**config.mk**
```make
export PLATFORM = sky130hd
export DESIGN_NAME = ook_frame_iq_modulator_top
export DESIGN_NICKNAME = d
export VERILOG_FILES = /design/src/rtl/ookfm_pkg.sv /design/src/rtl/ook_frame_iq_modulator_top.sv
export SDC_FILE = /design/constraint.sdc
export NUM_CORES = 1
export LEC_CHECK = 0
export BUFFER_PORTS_ARGS = -buffer_cell sky130_fd_sc_hd__clkbuf_2
export CORE_UTILIZATION = 30
export DETAILED_ROUTE_END_ITERATION = 8
export GPL_TIMING_DRIVEN = 0
export MAX_ROUTING_LAYER = met4
export PLACE_DENSITY = 0.45
export SLEW_MARGIN = 10
export SYNTH_ARGS = -nofsm -noshare
export SYNTH_HDL_FRONTEND = slang
export SYNTH_SLANG_ARGS = --single-unit
```
**constraint.sdc**
```tcl
create_clock -name i_clk -period 4.7 [get_ports i_clk]
set_input_delay 1.41 -clock i_clk [delete_from_list [all_inputs] [get_ports i_clk]]
set_output_delay 1.41 -clock i_clk [all_outputs]
set_load 0.01 [all_outputs]
```
**src/rtl/ookfm_pkg.sv**
```systemverilog
`default_nettype none
// ----------------------------------------------------------------------------
// ookfm_pkg
// Shared types, constants and the carrier table of the on-off keyed I/Q
// frame modulator.
// ----------------------------------------------------------------------------
package ookfm_pkg;

    // default frame geometry
    localparam int PREAMBLE_PAIRS_DEF = 128;
    localparam int CODE_BYTES_DEF     = 20;

    // carrier: one period spans CARRIER_PERIOD samples, peak amplitude 1842
    localparam int CARRIER_PERIOD = 40;
    localparam int PHASE_W        = $clog2(CARRIER_PERIOD);
    localparam int QUARTER_PERIOD = CARRIER_PERIOD / 4;
    localparam int SAMPLE_W       = 12;

    // input fields
    localparam int BYTE_INDEX_W = 5;
    localparam int BYTE_W       = 8;

    // configuration port
    localparam int CFG_W     = 16;
    localparam int CFG_IDX_W = 2;

    localparam logic [CFG_IDX_W-1:0] CFG_BIT_SAMPLES = 2'd0;
    localparam logic [CFG_IDX_W-1:0] CFG_GAP_SAMPLES = 2'd1;
    localparam logic [CFG_IDX_W-1:0] CFG_PAD_SAMPLES = 2'd2;

    localparam logic [CFG_W-1:0] BIT_SAMPLES_RST = 16'd4052;
    localparam logic [CFG_W-1:0] GAP_SAMPLES_RST = 16'd16211;
    localparam logic [CFG_W-1:0] PAD_SAMPLES_RST = 16'd32422;

    // opcodes
    localparam logic OP_LOAD   = 1'b0;
    localparam logic OP_SAMPLE = 1'b1;

    // truncated amplitude * sin(2*pi*k/period)
    localparam logic signed [SAMPLE_W-1:0] SINE_TABLE [0:CARRIER_PERIOD-1] = '{
        12'sd0,     12'sd288,   12'sd569,   12'sd836,   12'sd1082,
        12'sd1302,  12'sd1490,  12'sd1641,  12'sd1751,  12'sd1819,
        12'sd1842,  12'sd1819,  12'sd1751,  12'sd1641,  12'sd1490,
        12'sd1302,  12'sd1082,  12'sd836,   12'sd569,   12'sd288,
        12'sd0,     -12'sd288,  -12'sd569,  -12'sd836,  -12'sd1082,
        -12'sd1302, -12'sd1490, -12'sd1641, -12'sd1751, -12'sd1819,
        -12'sd1842, -12'sd1819, -12'sd1751, -12'sd1641, -12'sd1490,
        -12'sd1302, -12'sd1082, -12'sd836,  -12'sd569,  -12'sd288
    };

    // sample in flight between the code store read and the output register
    typedef struct packed {
        logic [PHASE_W-1:0] phase_sin;
        logic [PHASE_W-1:0] phase_cos;
        logic               is_code;
        logic               pre_on;
        logic [2:0]         bit_sel;
        logic               frame_end;
    } t_s1;

endpackage
`default_nettype wire

```
**src/rtl/ook_frame_iq_modulator_top.sv**
```systemverilog
`default_nettype none
// ----------------------------------------------------------------------------
// ook_frame_iq_modulator_top
// On-off keyed I/Q frame modulator: a code byte store loaded by transactions,
// a frame sequencer, and a carrier table lookup.
// ----------------------------------------------------------------------------
// Path: a sample transaction is registered in the stage register, then in the
//   output register; a load transaction produces no output.
// Throughput: one transaction per cycle while the output channel does not stall;
//   the code store has one registered read port, read for code-section samples.
// Reset: counters and phase go to zero at the preamble start, registers to
//   their defaults; the code store holds garbage until loaded.
// ----------------------------------------------------------------------------
module ook_frame_iq_modulator_top #(
    parameter int PREAMBLE_PAIRS = ookfm_pkg::PREAMBLE_PAIRS_DEF,
    parameter int CODE_BYTES     = ookfm_pkg::CODE_BYTES_DEF
) (
    input  wire logic                                  i_clk,
    input  wire logic                                  i_rst_n,
    // configuration
    input  wire logic                                  i_cfg_we,
    input  wire logic [ookfm_pkg::CFG_IDX_W-1:0]       i_cfg_index,
    input  wire logic [ookfm_pkg::CFG_W-1:0]           i_cfg_data,
    // input channel
    input  wire logic                                  i_in_valid,
    output logic                                       o_in_ready,
    input  wire logic                                  i_opcode,
    input  wire logic [ookfm_pkg::BYTE_INDEX_W-1:0]    i_byte_index,
    input  wire logic [ookfm_pkg::BYTE_W-1:0]          i_byte_value,
    // output channel
    output logic                                       o_out_valid,
    input  wire logic                                  i_out_ready,
    output logic signed [ookfm_pkg::SAMPLE_W-1:0]      o_i_sample,
    output logic signed [ookfm_pkg::SAMPLE_W-1:0]      o_q_sample,
    output logic                                       o_frame_end
);
    import ookfm_pkg::*;

    localparam int PRE_BITS  = 2 * PREAMBLE_PAIRS;
    localparam int CODE_BITS = 8 * CODE_BYTES;
    localparam int MAX_BITS  = (PRE_BITS > CODE_BITS) ? PRE_BITS : CODE_BITS;
    localparam int BP_W      = $clog2(MAX_BITS + 1);
    localparam int ADDR_W    = (CODE_BYTES > 1) ? $clog2(CODE_BYTES) : 1;

    typedef enum logic [2:0] {
        SEC_PREAMBLE = 3'd0,
        SEC_GAP      = 3'd1,
        SEC_CODE1    = 3'd2,
        SEC_PAD      = 3'd3,
        SEC_CODE2    = 3'd4
    } t_section;

    // configuration registers
    logic [CFG_W-1:0] r_bit_samples, r_gap_samples, r_pad_samples;

    // sequencer state
    t_section           r_section, n_section;
    logic [BP_W-1:0]    r_bit_pos, n_bit_pos;
    logic [CFG_W-1:0]   r_sip, n_sip;
    logic [PHASE_W-1:0] r_phase, n_phase;

    // pipeline
    logic               r_s1_valid;
    t_s1                r_s1, n_s1;
    logic [BYTE_W-1:0]  r_rd_data;
    logic               r_out_valid;
    logic signed [SAMPLE_W-1:0] r_i_sample, r_q_sample;
    logic               r_frame_end;

    logic [BYTE_W-1:0]  code_mem [0:CODE_BYTES-1];

    // handshake
    logic in_acc, sample_acc, load_acc, s1_adv;

    assign s1_adv     = r_s1_valid && (!r_out_valid || i_out_ready);
    assign o_in_ready = !r_s1_valid || s1_adv;
    assign in_acc     = i_in_valid && o_in_ready;
    assign sample_acc = in_acc && (i_opcode == OP_SAMPLE);
    assign load_acc   = in_acc && (i_opcode == OP_LOAD)
                        && ({1'b0, i_byte_index} < (BYTE_INDEX_W+1)'(CODE_BYTES));

    // sequencer next state
    t_section         sec_e;
    logic [BP_W-1:0]  bp_e, bp_inc, sec_bits;
    logic [CFG_W-1:0] sip_e, unit_len;
    logic [CFG_W:0]   sip_sum;
    logic             period_done;
    logic [PHASE_W:0] cos_idx;
    logic [ADDR_W-1:0] rd_addr;

    always_comb begin
        sec_e = r_section;
        bp_e  = r_bit_pos;
        sip_e = r_sip;
        // empty gap or pad is skipped, stray codes restart the frame
        case (r_section)
            SEC_GAP: begin
                if (r_gap_samples == '0) begin
                    sec_e = SEC_CODE1;
                    bp_e  = '0;
                    sip_e = '0;
                end
            end
            SEC_PAD: begin
                if (r_pad_samples == '0) begin
                    sec_e = SEC_CODE2;
                    bp_e  = '0;
                    sip_e = '0;
                end
            end
            SEC_PREAMBLE, SEC_CODE1, SEC_CODE2: begin
            end
            default: begin
                sec_e = SEC_PREAMBLE;
                bp_e  = '0;
                sip_e = '0;
            end
        endcase

        case (sec_e)
            SEC_GAP: unit_len = r_gap_samples;
            SEC_PAD: unit_len = r_pad_samples;
            default: unit_len = (r_bit_samples == '0) ? CFG_W'(1) : r_bit_samples;
        endcase

        case (sec_e)
            SEC_PREAMBLE:         sec_bits = BP_W'(PRE_BITS);
            SEC_CODE1, SEC_CODE2: sec_bits = BP_W'(CODE_BITS);
            default:              sec_bits = BP_W'(1);
        endcase

        // 17-bit sum: a wrap past 16 bits also ends the period
        sip_sum     = {1'b0, sip_e} + (CFG_W+1)'(1);
        period_done = sip_sum >= {1'b0, unit_len};
        bp_inc      = bp_e + BP_W'(1);

        n_section        = sec_e;
        n_bit_pos        = bp_e;
        n_sip            = sip_sum[CFG_W-1:0];
        n_s1.frame_end   = 1'b0;
        if (period_done) begin
            n_sip     = '0;
            n_bit_pos = bp_inc;
            if (bp_inc >= sec_bits) begin
                n_bit_pos = '0;
                case (sec_e)
                    SEC_PREAMBLE: n_section = SEC_GAP;
                    SEC_GAP:      n_section = SEC_CODE1;
                    SEC_CODE1:    n_section = SEC_PAD;
                    SEC_PAD:      n_section = SEC_CODE2;
                    SEC_CODE2: begin
                        n_section      = SEC_PREAMBLE;
                        n_s1.frame_end = 1'b1;
                    end
                    default:      n_section = SEC_PREAMBLE;
                endcase
            end
        end

        n_phase = (r_phase == PHASE_W'(CARRIER_PERIOD - 1)) ? '0 : r_phase + PHASE_W'(1);

        cos_idx = {1'b0, r_phase} + (PHASE_W+1)'(QUARTER_PERIOD);
        if (cos_idx >= (PHASE_W+1)'(CARRIER_PERIOD)) begin
            cos_idx = cos_idx - (PHASE_W+1)'(CARRIER_PERIOD);
        end

        n_s1.phase_sin = r_phase;
        n_s1.phase_cos = cos_idx[PHASE_W-1:0];
        n_s1.is_code   = (sec_e == SEC_CODE1) || (sec_e == SEC_CODE2);
        n_s1.pre_on    = (sec_e == SEC_PREAMBLE) && bp_e[0];
        n_s1.bit_sel   = bp_e[2:0];
        rd_addr        = bp_e[ADDR_W+2:3];
    end

    // code store: one write port for loads, one registered read for samples
    always_ff @(posedge i_clk) begin
        if (load_acc) begin
            code_mem[i_byte_index[ADDR_W-1:0]] <= i_byte_value;
        end
        if (sample_acc && n_s1.is_code) begin
            r_rd_data <= code_mem[rd_addr];
        end
    end

    // control state
    always_ff @(posedge i_clk) begin
        if (!i_rst_n) begin
            r_bit_samples <= BIT_SAMPLES_RST;
            r_gap_samples <= GAP_SAMPLES_RST;
            r_pad_samples <= PAD_SAMPLES_RST;
            r_section     <= SEC_PREAMBLE;
            r_bit_pos     <= '0;
            r_sip         <= '0;
            r_phase       <= '0;
            r_s1_valid    <= 1'b0;
            r_out_valid   <= 1'b0;
        end else begin
            if (i_cfg_we) begin
                case (i_cfg_index)
                    CFG_BIT_SAMPLES: r_bit_samples <= i_cfg_data;
                    CFG_GAP_SAMPLES: r_gap_samples <= i_cfg_data;
                    CFG_PAD_SAMPLES: r_pad_samples <= i_cfg_data;
                    default: begin
                    end
                endcase
            end
            if (sample_acc) begin
                r_section <= n_section;
                r_bit_pos <= n_bit_pos;
                r_sip     <= n_sip;
                r_phase   <= n_phase;
            end
            if (o_in_ready) begin
                r_s1_valid <= sample_acc;
            end
            if (s1_adv) begin
                r_out_valid <= 1'b1;
            end else if (i_out_ready) begin
                r_out_valid <= 1'b0;
            end
        end
    end

    // payload registers
    logic carrier_on;

    assign carrier_on = r_s1.is_code ? r_rd_data[3'd7 - r_s1.bit_sel] : r_s1.pre_on;

    always_ff @(posedge i_clk) begin
        if (sample_acc) begin
            r_s1 <= n_s1;
        end
        if (s1_adv) begin
            r_i_sample  <= carrier_on ? SINE_TABLE[r_s1.phase_sin] : '0;
            r_q_sample  <= carrier_on ? SINE_TABLE[r_s1.phase_cos] : '0;
            r_frame_end <= r_s1.frame_end;
        end
    end

    assign o_out_valid = r_out_valid;
    assign o_i_sample  = r_i_sample;
    assign o_q_sample  = r_q_sample;
    assign o_frame_end = r_frame_end;

endmodule
`default_nettype wire

```
# == Word-level counts from Yosys, hierarchy flattened ==
# Memory sizes are Yosys's and may differ from the RTL's. A register that Yosys moved wholly into a read port is not among the register bits.
# Index checks and enable logic that the tools add are counted.
# totals
wordCells,99
latchBits,0
output_inout_bits,27
input_bits,37
rom_bits,1536
mem_bits_rw,160
mem_count,3
register_bits,103
# op_classes
n_reduce_logical,27
n_bitwise,3
muxes,28
addsub,6
shift,0
n_eq_ne,11
mul,0
div,0
magnitude_cmp,5
# mem_list
memory,words,width,read_ports,rd_clocked_by_memory_dff,wr,line,source
(no name shown),64,12,1,1,0,ook_frame_iq_modulator_top.sv:235,r_q_sample <= carrier_on ? SINE_TABLE[r_s1.phase_cos] : '0;
(no name shown),64,12,1,1,0,ook_frame_iq_modulator_top.sv:234,r_i_sample <= carrier_on ? SINE_TABLE[r_s1.phase_sin] : '0;
code_mem,20,8,1,1,1,ook_frame_iq_modulator_top.sv:70,logic [BYTE_W-1:0] code_mem [0:CODE_BYTES-1];
# ops
cell,n
$mux W16,4
$logic_not A16 Y1,3
$pmux W16 S3,1
$mux W9,4
$pmux W16 S2,1
$pmux W9 S3,1
$pmux W9 S2,1
$add A16 B1 Y17 const B,1
$ge A17 B16 Y1,1
$not A6 Y7,2
$eq A3 B2 Y1 const B,4
$mux W3,4
$mux W6,2
$pmux W3 S4,1
$add A9 B1 Y9 const B,1
$ge A9 B9 Y1,1
$pmux W3 S3,1
$reduce_and A2 Y1,4
$add A6 B4 Y7 const B,1
$ge A7 B6 Y1 const B,1
$logic_and A1 B1 Y1,7
$mux W1,7
$add A6 B1 Y6 const B,1
$eq A3 B1 Y1 const B,2
17 further kinds,24

# == Longest topological paths before layout ==
# Gate-level depths: netlist of run 1.
# depth
word_depth,9
mapped_depth,24

# == Worst setup path before layout of run 1 ==
# Ideal clock, no wire load.
# synth_path
path_kind,flip-flop to flip-flop
from,register r_pad_samples[10]
to,register r_sip[10]
period_less_slack_ps,4182
arrival_time_ps,4111
stages_incl_launch_ff,24
n_path_buf,4
slack_ps,518
setup_ps,71
required_ps,4629
path_cell_list,dfxtp_1 nor4_1 and4_2 a21o_4 nand2_2 buf_6 buf_2 and2_1 ha_1 and4_1 nor2b_1 and3_1 xnor2_1 nor2_1 ha_1 a21oi_1 o21ai_0 a21oi_1 a31oi_1 a211oi_2 buf_2 buf_2 nand3_1 a21oi_1
# synth_via
elab_chain_cells,7
elab_cells_between_ends,11
cone_classes,add/sub: 1; order compare: 1; eq/ne: 2; mux: 6; reduce/logical: 1
# synth_rtl
item,line,source
from (decl),ook_frame_iq_modulator_top.sv:54,"logic [CFG_W-1:0] r_bit_samples, r_gap_samples, r_pad_samples;"
from (signal assigned),ook_frame_iq_modulator_top.sv:202,CFG_PAD_SAMPLES: r_pad_samples <= i_cfg_data;
branches (longest 6 deep; another with $add A16 B1 Y17),-,
$mux W16 *,ook_frame_iq_modulator_top.sv:141,if (period_done) begin
to (signal assigned),ook_frame_iq_modulator_top.sv:210,r_sip <= n_sip;
to (decl),ook_frame_iq_modulator_top.sv:59,"logic [CFG_W-1:0] r_sip, n_sip;"
# Mark *: on every way between the ends.
# A chain may end at the register's enable or synchronous reset.

# == Final worst setup path of run 1 ==
# layout_path
from,register r_pad_samples[11]
to,register r_bit_pos[4]
# layout_via
elab_chain_cells,9
elab_cells_between_ends,21
cone_classes,add/sub: 2; order compare: 2; eq/ne: 4; mux: 10; reduce/logical: 3
# layout_rtl
item,line,source
branches (longest 8 deep; another with $add A16 B1 Y17),-,
$mux W9 *,ook_frame_iq_modulator_top.sv:141,
to (signal assigned),ook_frame_iq_modulator_top.sv:209,r_bit_pos <= n_bit_pos;
to (decl),ook_frame_iq_modulator_top.sv:58,"logic [BP_W-1:0] r_bit_pos, n_bit_pos;"
# Marks and branches as above.

==> results.sh, run 1 <==
export IMPL_status="finished with violations"
export IMPL_failed_checks="DRC"
export IMPL_hold_viol_final=0
export IMPL_via_count=11100
export IMPL_ios=64
export IMPL_synth_nets=1435
export IMPL_ir_drop_mv=0.324
export IMPL_yosys_warnings=0
export IMPL_finalInstanceArea_um2=16900
export IMPL_cts_buffers=37
export IMPL_cts_hold_buffers=0
export IMPL_worstHoldEndpoint="r_s1[15]"
export IMPL_dpl_hpwl_um=28900
export IMPL_initial_core_util_pct=30.6
export IMPL_cts_tree="done"
export IMPL_post_place_ws_ns=-0.507
export IMPL_ys_seq_elements=294
export IMPL_cp_cell_sequence="nor4_4 -> and4_4 -> a21o_4 -> nand2_4 -> buf_8 -> buf_6 -> and2_1 -> ha_2 -> and4_4 -> nor2b_4 -> and3_4 -> xnor2_2 -> nor2_1 -> ha_1 -> a21oi_2 -> o21ai_1 -> a21oi_1 -> a31oi_2 -> a211oi_2 -> buf_6 -> a211oi_4 -> a311oi_1 -> nor2_1"
export IMPL_worst_pin_slew_ns=1.07
export IMPL_wire_per_inst_um=19.6
export IMPL_cp_arrival_ns=4.90
export IMPL_yosysUniqueCellTypes=77
export IMPL_end_kind="flip-flop"
export IMPL_grt_pass1_vias=10600
export IMPL_fin_skew_ns=0.0231
export IMPL_drt_iter0_drc=775
export IMPL_place_area_um2=15400
export IMPL_gr_total_overflow=0
export IMPL_cellPowerDensity_nw_per_um2=355
export IMPL_synth_seq_area_share_pct=55.9
export IMPL_cp_required_ns=5.12
export IMPL_drt_total_wl_um=41400
export IMPL_ys_flop_type="edfxtp_1"
export IMPL_syn_to_final_growth_pct=18.2
export IMPL_min_path_type="flip-flop to flip-flop"
export IMPL_setup_slack_ns=0.219
export IMPL_drc_errors=2
export IMPL_cts_clk_slew_worst_paths_ns=0.05
export IMPL_final_common_cell="nand2_1"
export IMPL_cts_max_level=2
export IMPL_die_w_um=220
export IMPL_synth_edf_count=210
export IMPL_grt_max_degree=27
export IMPL_min_delay_start="r_phase[3]"
export IMPL_maxCapViolCount=0
export IMPL_grtUsageTotal_pct=17.8
export IMPL_slew_headroom_pct=28.4
export IMPL_fin_nets=1552
export IMPL_cts_sinks=294
export IMPL_crit_type="flip-flop to flip-flop"
export IMPL_rows=79
export IMPL_max_stage_delay_ns=0.36
export IMPL_r2r_end="r_bit_pos[4]"
export IMPL_reg2reg_from="r_pad_samples[11]"
export IMPL_io_buffers=62
export IMPL_p_leak_uw=0.00591
export IMPL_synth_area_um2=14300
export IMPL_reg2reg_depth=23
export IMPL_cts_path_max_buffers=3
export IMPL_layout_worst_path_cycle_share_pct=95.3
export IMPL_rsz0062_at_grt="false"
export IMPL_regArea_um2=8000
export IMPL_intPower_uw=4590
export IMPL_clk_latency_ns=0.55
export IMPL_combPwrFrac_pct=6.3
export IMPL_swShare_pct=23.6
export IMPL_dr_pass1_iters=7
export IMPL_gp_congestion=0.899
export IMPL_layout_min_cycle_time_ns=4.48
export IMPL_via_per_inst=5.25
export IMPL_syn_mean_instance_area_um2=10.5
export IMPL_synthCells=1358
export IMPL_final_cell_mix="nand2_1 (234), edfxtp_1 (210), nor2_1 (120)"
export IMPL_setup_viol=0
export IMPL_multi_input_area_um2=6030
export IMPL_dieArea_um2=48500
export IMPL_max_clock_freq_mhz=223
export IMPL_dieHeight_um=220
export IMPL_hold_path_cell_count=0
export IMPL_ant_nets=0
export IMPL_antenna_found_initial=1
export IMPL_reg2reg_slack_ns=0.22
export IMPL_startpoint_type="flip-flop"
export IMPL_grt_first_pass_wirelength_um=63900
export IMPL_path_max_fanout=10
export IMPL_final_layout_size_suffix_gt1_share_pct=15.1
export IMPL_pwr_share_clk_pct=46.1
export IMPL_cts_root_buf="clkbuf_16"
export IMPL_p_switching_uw=1420
export IMPL_slowest_stage="dfxtp_4"
export IMPL_pwr_share_seq_pct=47.5
export IMPL_async_flop_share_pct=0
export IMPL_slew_violations=0
export IMPL_n_fill_cell=4776
export IMPL_core_um2=46800
## power groups by stage
| stage | clock network [µW] | registers (µW) | logic (µW) |
|---|---|---|---|
| final | 2770 | 2850 | 380 |
| after global routing | 2950 | 2860 | 422 |
| after CTS | 2860 | 2850 | 376 |
| after detailed placement | 0 | 2910 | 371 |
| after global placement | 0 | 2910 | 368 |
| after floorplan | 0 | 2900 | 219 |
## cell usage after synthesis, types with 8 or more instances
cell type  instances  area (µm²)
a211oi_1          24         180
a21oi_1           93         465
a31oi_1           13        81.3
and3_1             8        50.1
buf_2             10        50.1
clkbuf_1          63         236
dfxtp_1           84        1680
edfxtp_1         210        6310
ha_1              40         500
inv_1             23        86.3
mux4_2            26         586
nand2_1          234         878
nand2b_1           8        50.1
nand3_1           99         495
nand4_1           11        68.8
nor2_1           121         454
nor2b_1           11        68.8
nor3_1            13        65.1
nor4_1            16         100
o2111ai_1         18         158
o211ai_1          12        90.1
o21ai_0           57         285
o22a_1             9        78.8
xnor2_1           12         105
xor2_1            17         149
## metrics by stage
| stage | utilization [%] | cells | setup TNS [ns] | hold WS [ns] | total power (µW) |
|---|---|---|---|---|---|
| floorplan | - | 1358 | 0 | 0.400 | 3120 |
| global placement | 32.9 | 2027 | -11.40 | 0.424 | 3270 |
| detailed placement | 33.0 | 2029 | -10.85 | 0.420 | 3280 |
| CTS | 35.8 | 2099 | 0 | 0.432 | 6090 |
| global route | 36.2 | 2109 | 0 | 0.438 | 6230 |
| finish | 36.2 | 2109 | 0 | 0.430 | 6010 |
## worst max-delay path, delay by kind of cell, from the launching register on
family / cells / cell delay (ns)
and+or+nand+nor: 9 / 1.53
AOI/OAI and AO/OA: 8 / 1.32
adders and majority gates: 2 / 0.54
buffers and inverters: 3 / 0.49
DFF: 1 / 0.36
xor gates and xnor gates: 1 / 0.11
## worst max-delay path by stage
stage / slack, ns / startpoint / to / cells after the start
6_report: 0.22 / r_pad_samples[11] / r_bit_pos[4] / 23
5_1_grt: 0.01 / r_pad_samples[11] / r_bit_pos[4] / 23
4_1_cts: 0.0005 / r_pad_samples[11] / r_section[0] / 21
3_5_place_dp: -0.51 / r_gap_samples[11] / r_sip[4] / 23
3_3_place_gp: -0.54 / r_gap_samples[11] / r_sip[5] / 23
2_1_floorplan: 0.52 / r_pad_samples[10] / r_sip[10] / 23
## layout make-up
class                   count  area share, %
flip-flops and latches    294           47.3
repair buffers             78           2.72
inverters                  26          0.577
clock buffers              46           5.80
well taps                 607           4.49
multi-input cells         953           35.7
clock inverters            19           1.15
diodes                      1         0.0148
plain buffers              85           2.27
## timing repair
action / 4_1_cts / 5_1_grt
resized for setup: 23 / 30
cloned: 1 / 1
setup endpoints to repair: 29 / 29
setup buffers: 4 / 8
hold endpoints to repair: 0 / 0
pin swaps: 9 / 17
## per-layer routing
| metal | share of wire, % | GRT usage [%] | routed length, µm | up-vias |
|---|---|---|---|---|
| met5 | 0 | - | 0 | - |
| li1 | - | - | - | 5272 |
| met1 | 46 | 23.9 | 19200 | 5464 |
| met3 | 4.5 | 2.53 | 1860 | 55 |
| met2 | 47 | 27.9 | 19600 | 287 |
| met4 | 2.1 | 4.92 | 854 | 0 |
## registers in the layout (all words and copies together) (netlist names)
signal / cells
o_out_valid: 1
r_pad_samples: 16
r_rd_data: 8
r_s1_valid: 1
r_bit_pos: 9
r_phase: 6
code_mem: 160
o_frame_end: 1
r_sip: 16
r_section: 3
r_s1: 17
r_gap_samples: 16
o_i_sample: 12
r_bit_samples: 16
o_q_sample: 12
## cell families after synthesis
family | synth area share [%]
AO/OA/AOI/OAI | 13.2
XOR/XNOR | 1.78
adder cells (fa/ha/maj) | 3.50
buffers and inverters | 3.16
flip-flops | 55.9
multiplexers | 4.66
AND/OR/NAND/NOR | 17.9
Note: power is estimated with default switching activity, not from simulation.
==> run 2, diff against run 1 <==
--- a/config.mk
+++ b/config.mk
@@ -10,7 +10,7 @@
 export DETAILED_ROUTE_END_ITERATION = 8
 export GPL_TIMING_DRIVEN = 0
 export MAX_ROUTING_LAYER = met4
-export PLACE_DENSITY = 0.45
+export PLACE_DENSITY_LB_ADDON = 0.08
 export SLEW_MARGIN = 10
 export SYNTH_ARGS = -nofsm -noshare
 export SYNTH_HDL_FRONTEND = slang
==> results.sh, run 2 (synthesized netlist as in run 1, its figures left out) <==
export IMPL_fin_nets=1555
export IMPL_diodes=0
export IMPL_status="finished with violations"
export IMPL_reg2reg_slack_ns=0.22
export IMPL_gr_total_overflow=0
export IMPL_cts_root_buf="clkbuf_16"
export IMPL_path_max_fanout=7
export IMPL_via_per_inst=5.20
export IMPL_ir_drop_mv=0.218
export IMPL_fin_skew_ns=0.0218
export IMPL_clk_latency_ns=0.54
export IMPL_largest_register_ffs=160
export IMPL_drt_total_wl_um=42900
export IMPL_core_um2=46800
export IMPL_layout_min_cycle_time_ns=4.48
export IMPL_cp_required_ns=5.17
export IMPL_crit_family="simple AND/OR/NAND/NOR gates"
export IMPL_ant_nets=0
export IMPL_syn_to_final_growth_pct=18.1
export IMPL_max_stage_delay_ns=0.38
export IMPL_grtUsageTotal_pct=18.4
export IMPL_failed_checks="DRC"
export IMPL_drt_iter0_drc=731
export IMPL_crit_buf_inv=2
export IMPL_drc_errors=1
export IMPL_die_w_um=220
export IMPL_cts_path_max_buffers=3
export IMPL_rows=79
export IMPL_place_area_um2=15400
export IMPL_finalInstanceArea_um2=16900
export IMPL_ios=64
export IMPL_dr_pass1_iters=8
export IMPL_cp_cell_sequence="nor4_4 -> and4_4 -> a21o_4 -> nand2_4 -> buf_8 -> buf_8 -> and2_1 -> ha_2 -> and4_4 -> nor2b_4 -> and3_4 -> xnor2_2 -> nor2_1 -> ha_1 -> nand4_1 -> nor4_2 -> a41o_1 -> a211oi_4 -> nand3b_4 -> or3_1 -> a31oi_1"
export IMPL_wire_per_inst_um=20.4
export IMPL_finalPower_uw=5920
export IMPL_cellPowerDensity_nw_per_um2=350
export IMPL_antenna_found_initial=0
export IMPL_final_util_pct=36.1
export IMPL_dpl_hpwl_um=30100
export IMPL_hold_viol_final=0
export IMPL_cp_arrival_ns=4.95
export IMPL_final_layout_size_suffix_gt1_share_pct=15.4
export IMPL_setup_slack_ns=0.215
export IMPL_post_place_ws_ns=-0.602
export IMPL_via_count=11000
export IMPL_timing_hold_ws_ns=0.434
export IMPL_final_cell_mix="nand2_1 (234), edfxtp_1 (210), nor2_1 (121)"
export IMPL_slew_headroom_pct=27.3
export IMPL_setup_viol=0
export IMPL_min_path_type="flip-flop to flip-flop"
export IMPL_cts_clk_slew_worst_paths_ns=0.06
export IMPL_crit_type="flip-flop to flip-flop"
export IMPL_layout_worst_path_cycle_share_pct=95.4
export IMPL_grt_pass1_vias=10700
export IMPL_gp_congestion=0.880
export IMPL_dieHeight_um=220
export IMPL_p_leak_uw=0.00590
export IMPL_dieArea_um2=48500
export IMPL_cts_sinks=294
export IMPL_cts_tree="done"
export IMPL_startpoint_type="flip-flop"
export IMPL_grt_first_pass_wirelength_um=65100
export IMPL_slew_violations=0
export IMPL_io_buffers=62
export IMPL_worst_pin_slew_ns=1.08
export IMPL_final_common_cell="nand2_1"
export IMPL_cts_max_level=2
export IMPL_initial_core_util_pct=30.6
export IMPL_maxCapViolCount=0
export IMPL_end_kind="flip-flop"
export IMPL_max_clock_freq_mhz=223
export IMPL_slowest_stage="or3_1"
export IMPL_grt_max_degree=27
export IMPL_cts_buffers=36
[run 2: changes by cell type in the layout (fill, tap and decap cells not counted), moves of 2 or more]
cell        change
a21oi_2         -2
a22oi_1         -2
a22oi_2         +2
buf_4           +5
clkbuf_16       -2
clkinvlp_4      -2
dfxtp_1         -3
dfxtp_2         +3
nor3_1          +2
nor3_2          -2
[run 2: routing by layer]
metal  up-vias  track usage [%]  wire length (µm)
met3        61             3.04              1890
met5         -                -                 0
met2       248             29.4             20700
met4         0             4.87               888
met1      5376             24.2             19400
li1       5276                -                 -
[run 2: worst reg2reg max path, cell delays in order, from the launching register on]
cell and delay, ns:
dfxtp_4 0.35, nor4_4 0.30, and4_4 0.30, a21o_4 0.16, nand2_4 0.06, buf_8 0.13
buf_8 0.13, and2_1 0.15, ha_2 0.18, and4_4 0.19, nor2b_4 0.13, and3_4 0.19
xnor2_2 0.14, nor2_1 0.06, ha_1 0.33, nand4_1 0.15, nor4_2 0.31, a41o_1 0.30
a211oi_4 0.07, nand3b_4 0.20, or3_1 0.39, a31oi_1 0.16
[run 2: final timing paths]
kind / endpoint / depth (start not counted) / startpoint
setup / recovery: r_section[0] / 21 / r_pad_samples[10]
hold reg to reg: r_s1[17] / 0 / r_phase[5]
setup reg to reg: r_section[0] / 21 / r_pad_samples[10]
hold / removal: r_s1[17] / 0 / r_phase[5]
[run 2: what timing repair did]
item | 4_1_cts | 5_1_grt
buffers inserted | 5 | 15
pin swaps | 11 | 22
hold buffers | 0 | 0
gates cloned | 1 | 0
endpoints found under the setup margin | 29 | 29
gates resized for setup | 26 | 37
[run 2: area by class of cell]
| type | instances | area, µm² |
|---|---|---|
| buffer | 85 | 384 |
| clock buffer | 45 | 945 |
| clock inverter | 16 | 164 |
| fill | 4754 | 29900 |
| inverter | 26 | 97.6 |
| multi-input combinational | 953 | 6080 |
| sequential | 294 | 8000 |
| tap | 607 | 759 |
| timing repair buffer | 82 | 462 |
[run 2: metrics by stage]
step,setup TNS (ns),std cells
4_1_cts,0,2094
3_3_place_gp,-14.94,2027
3_5_place_dp,-13.37,2027
5_1_grt,-0.0575,2108
2_1_floorplan,0,1358
6_report,0,2108
[run 2: where the power goes]
group / leakage [µW] / switching (µW) / internal, µW / total (µW)
Combinational: 0.00277 / 266 / 125 / 391
Clock: 0.000545 / 1090 / 1590 / 2670
Sequential: 0.00259 / 33.2 / 2820 / 2850
Total: 0.00590 / 1390 / 4530 / 5920
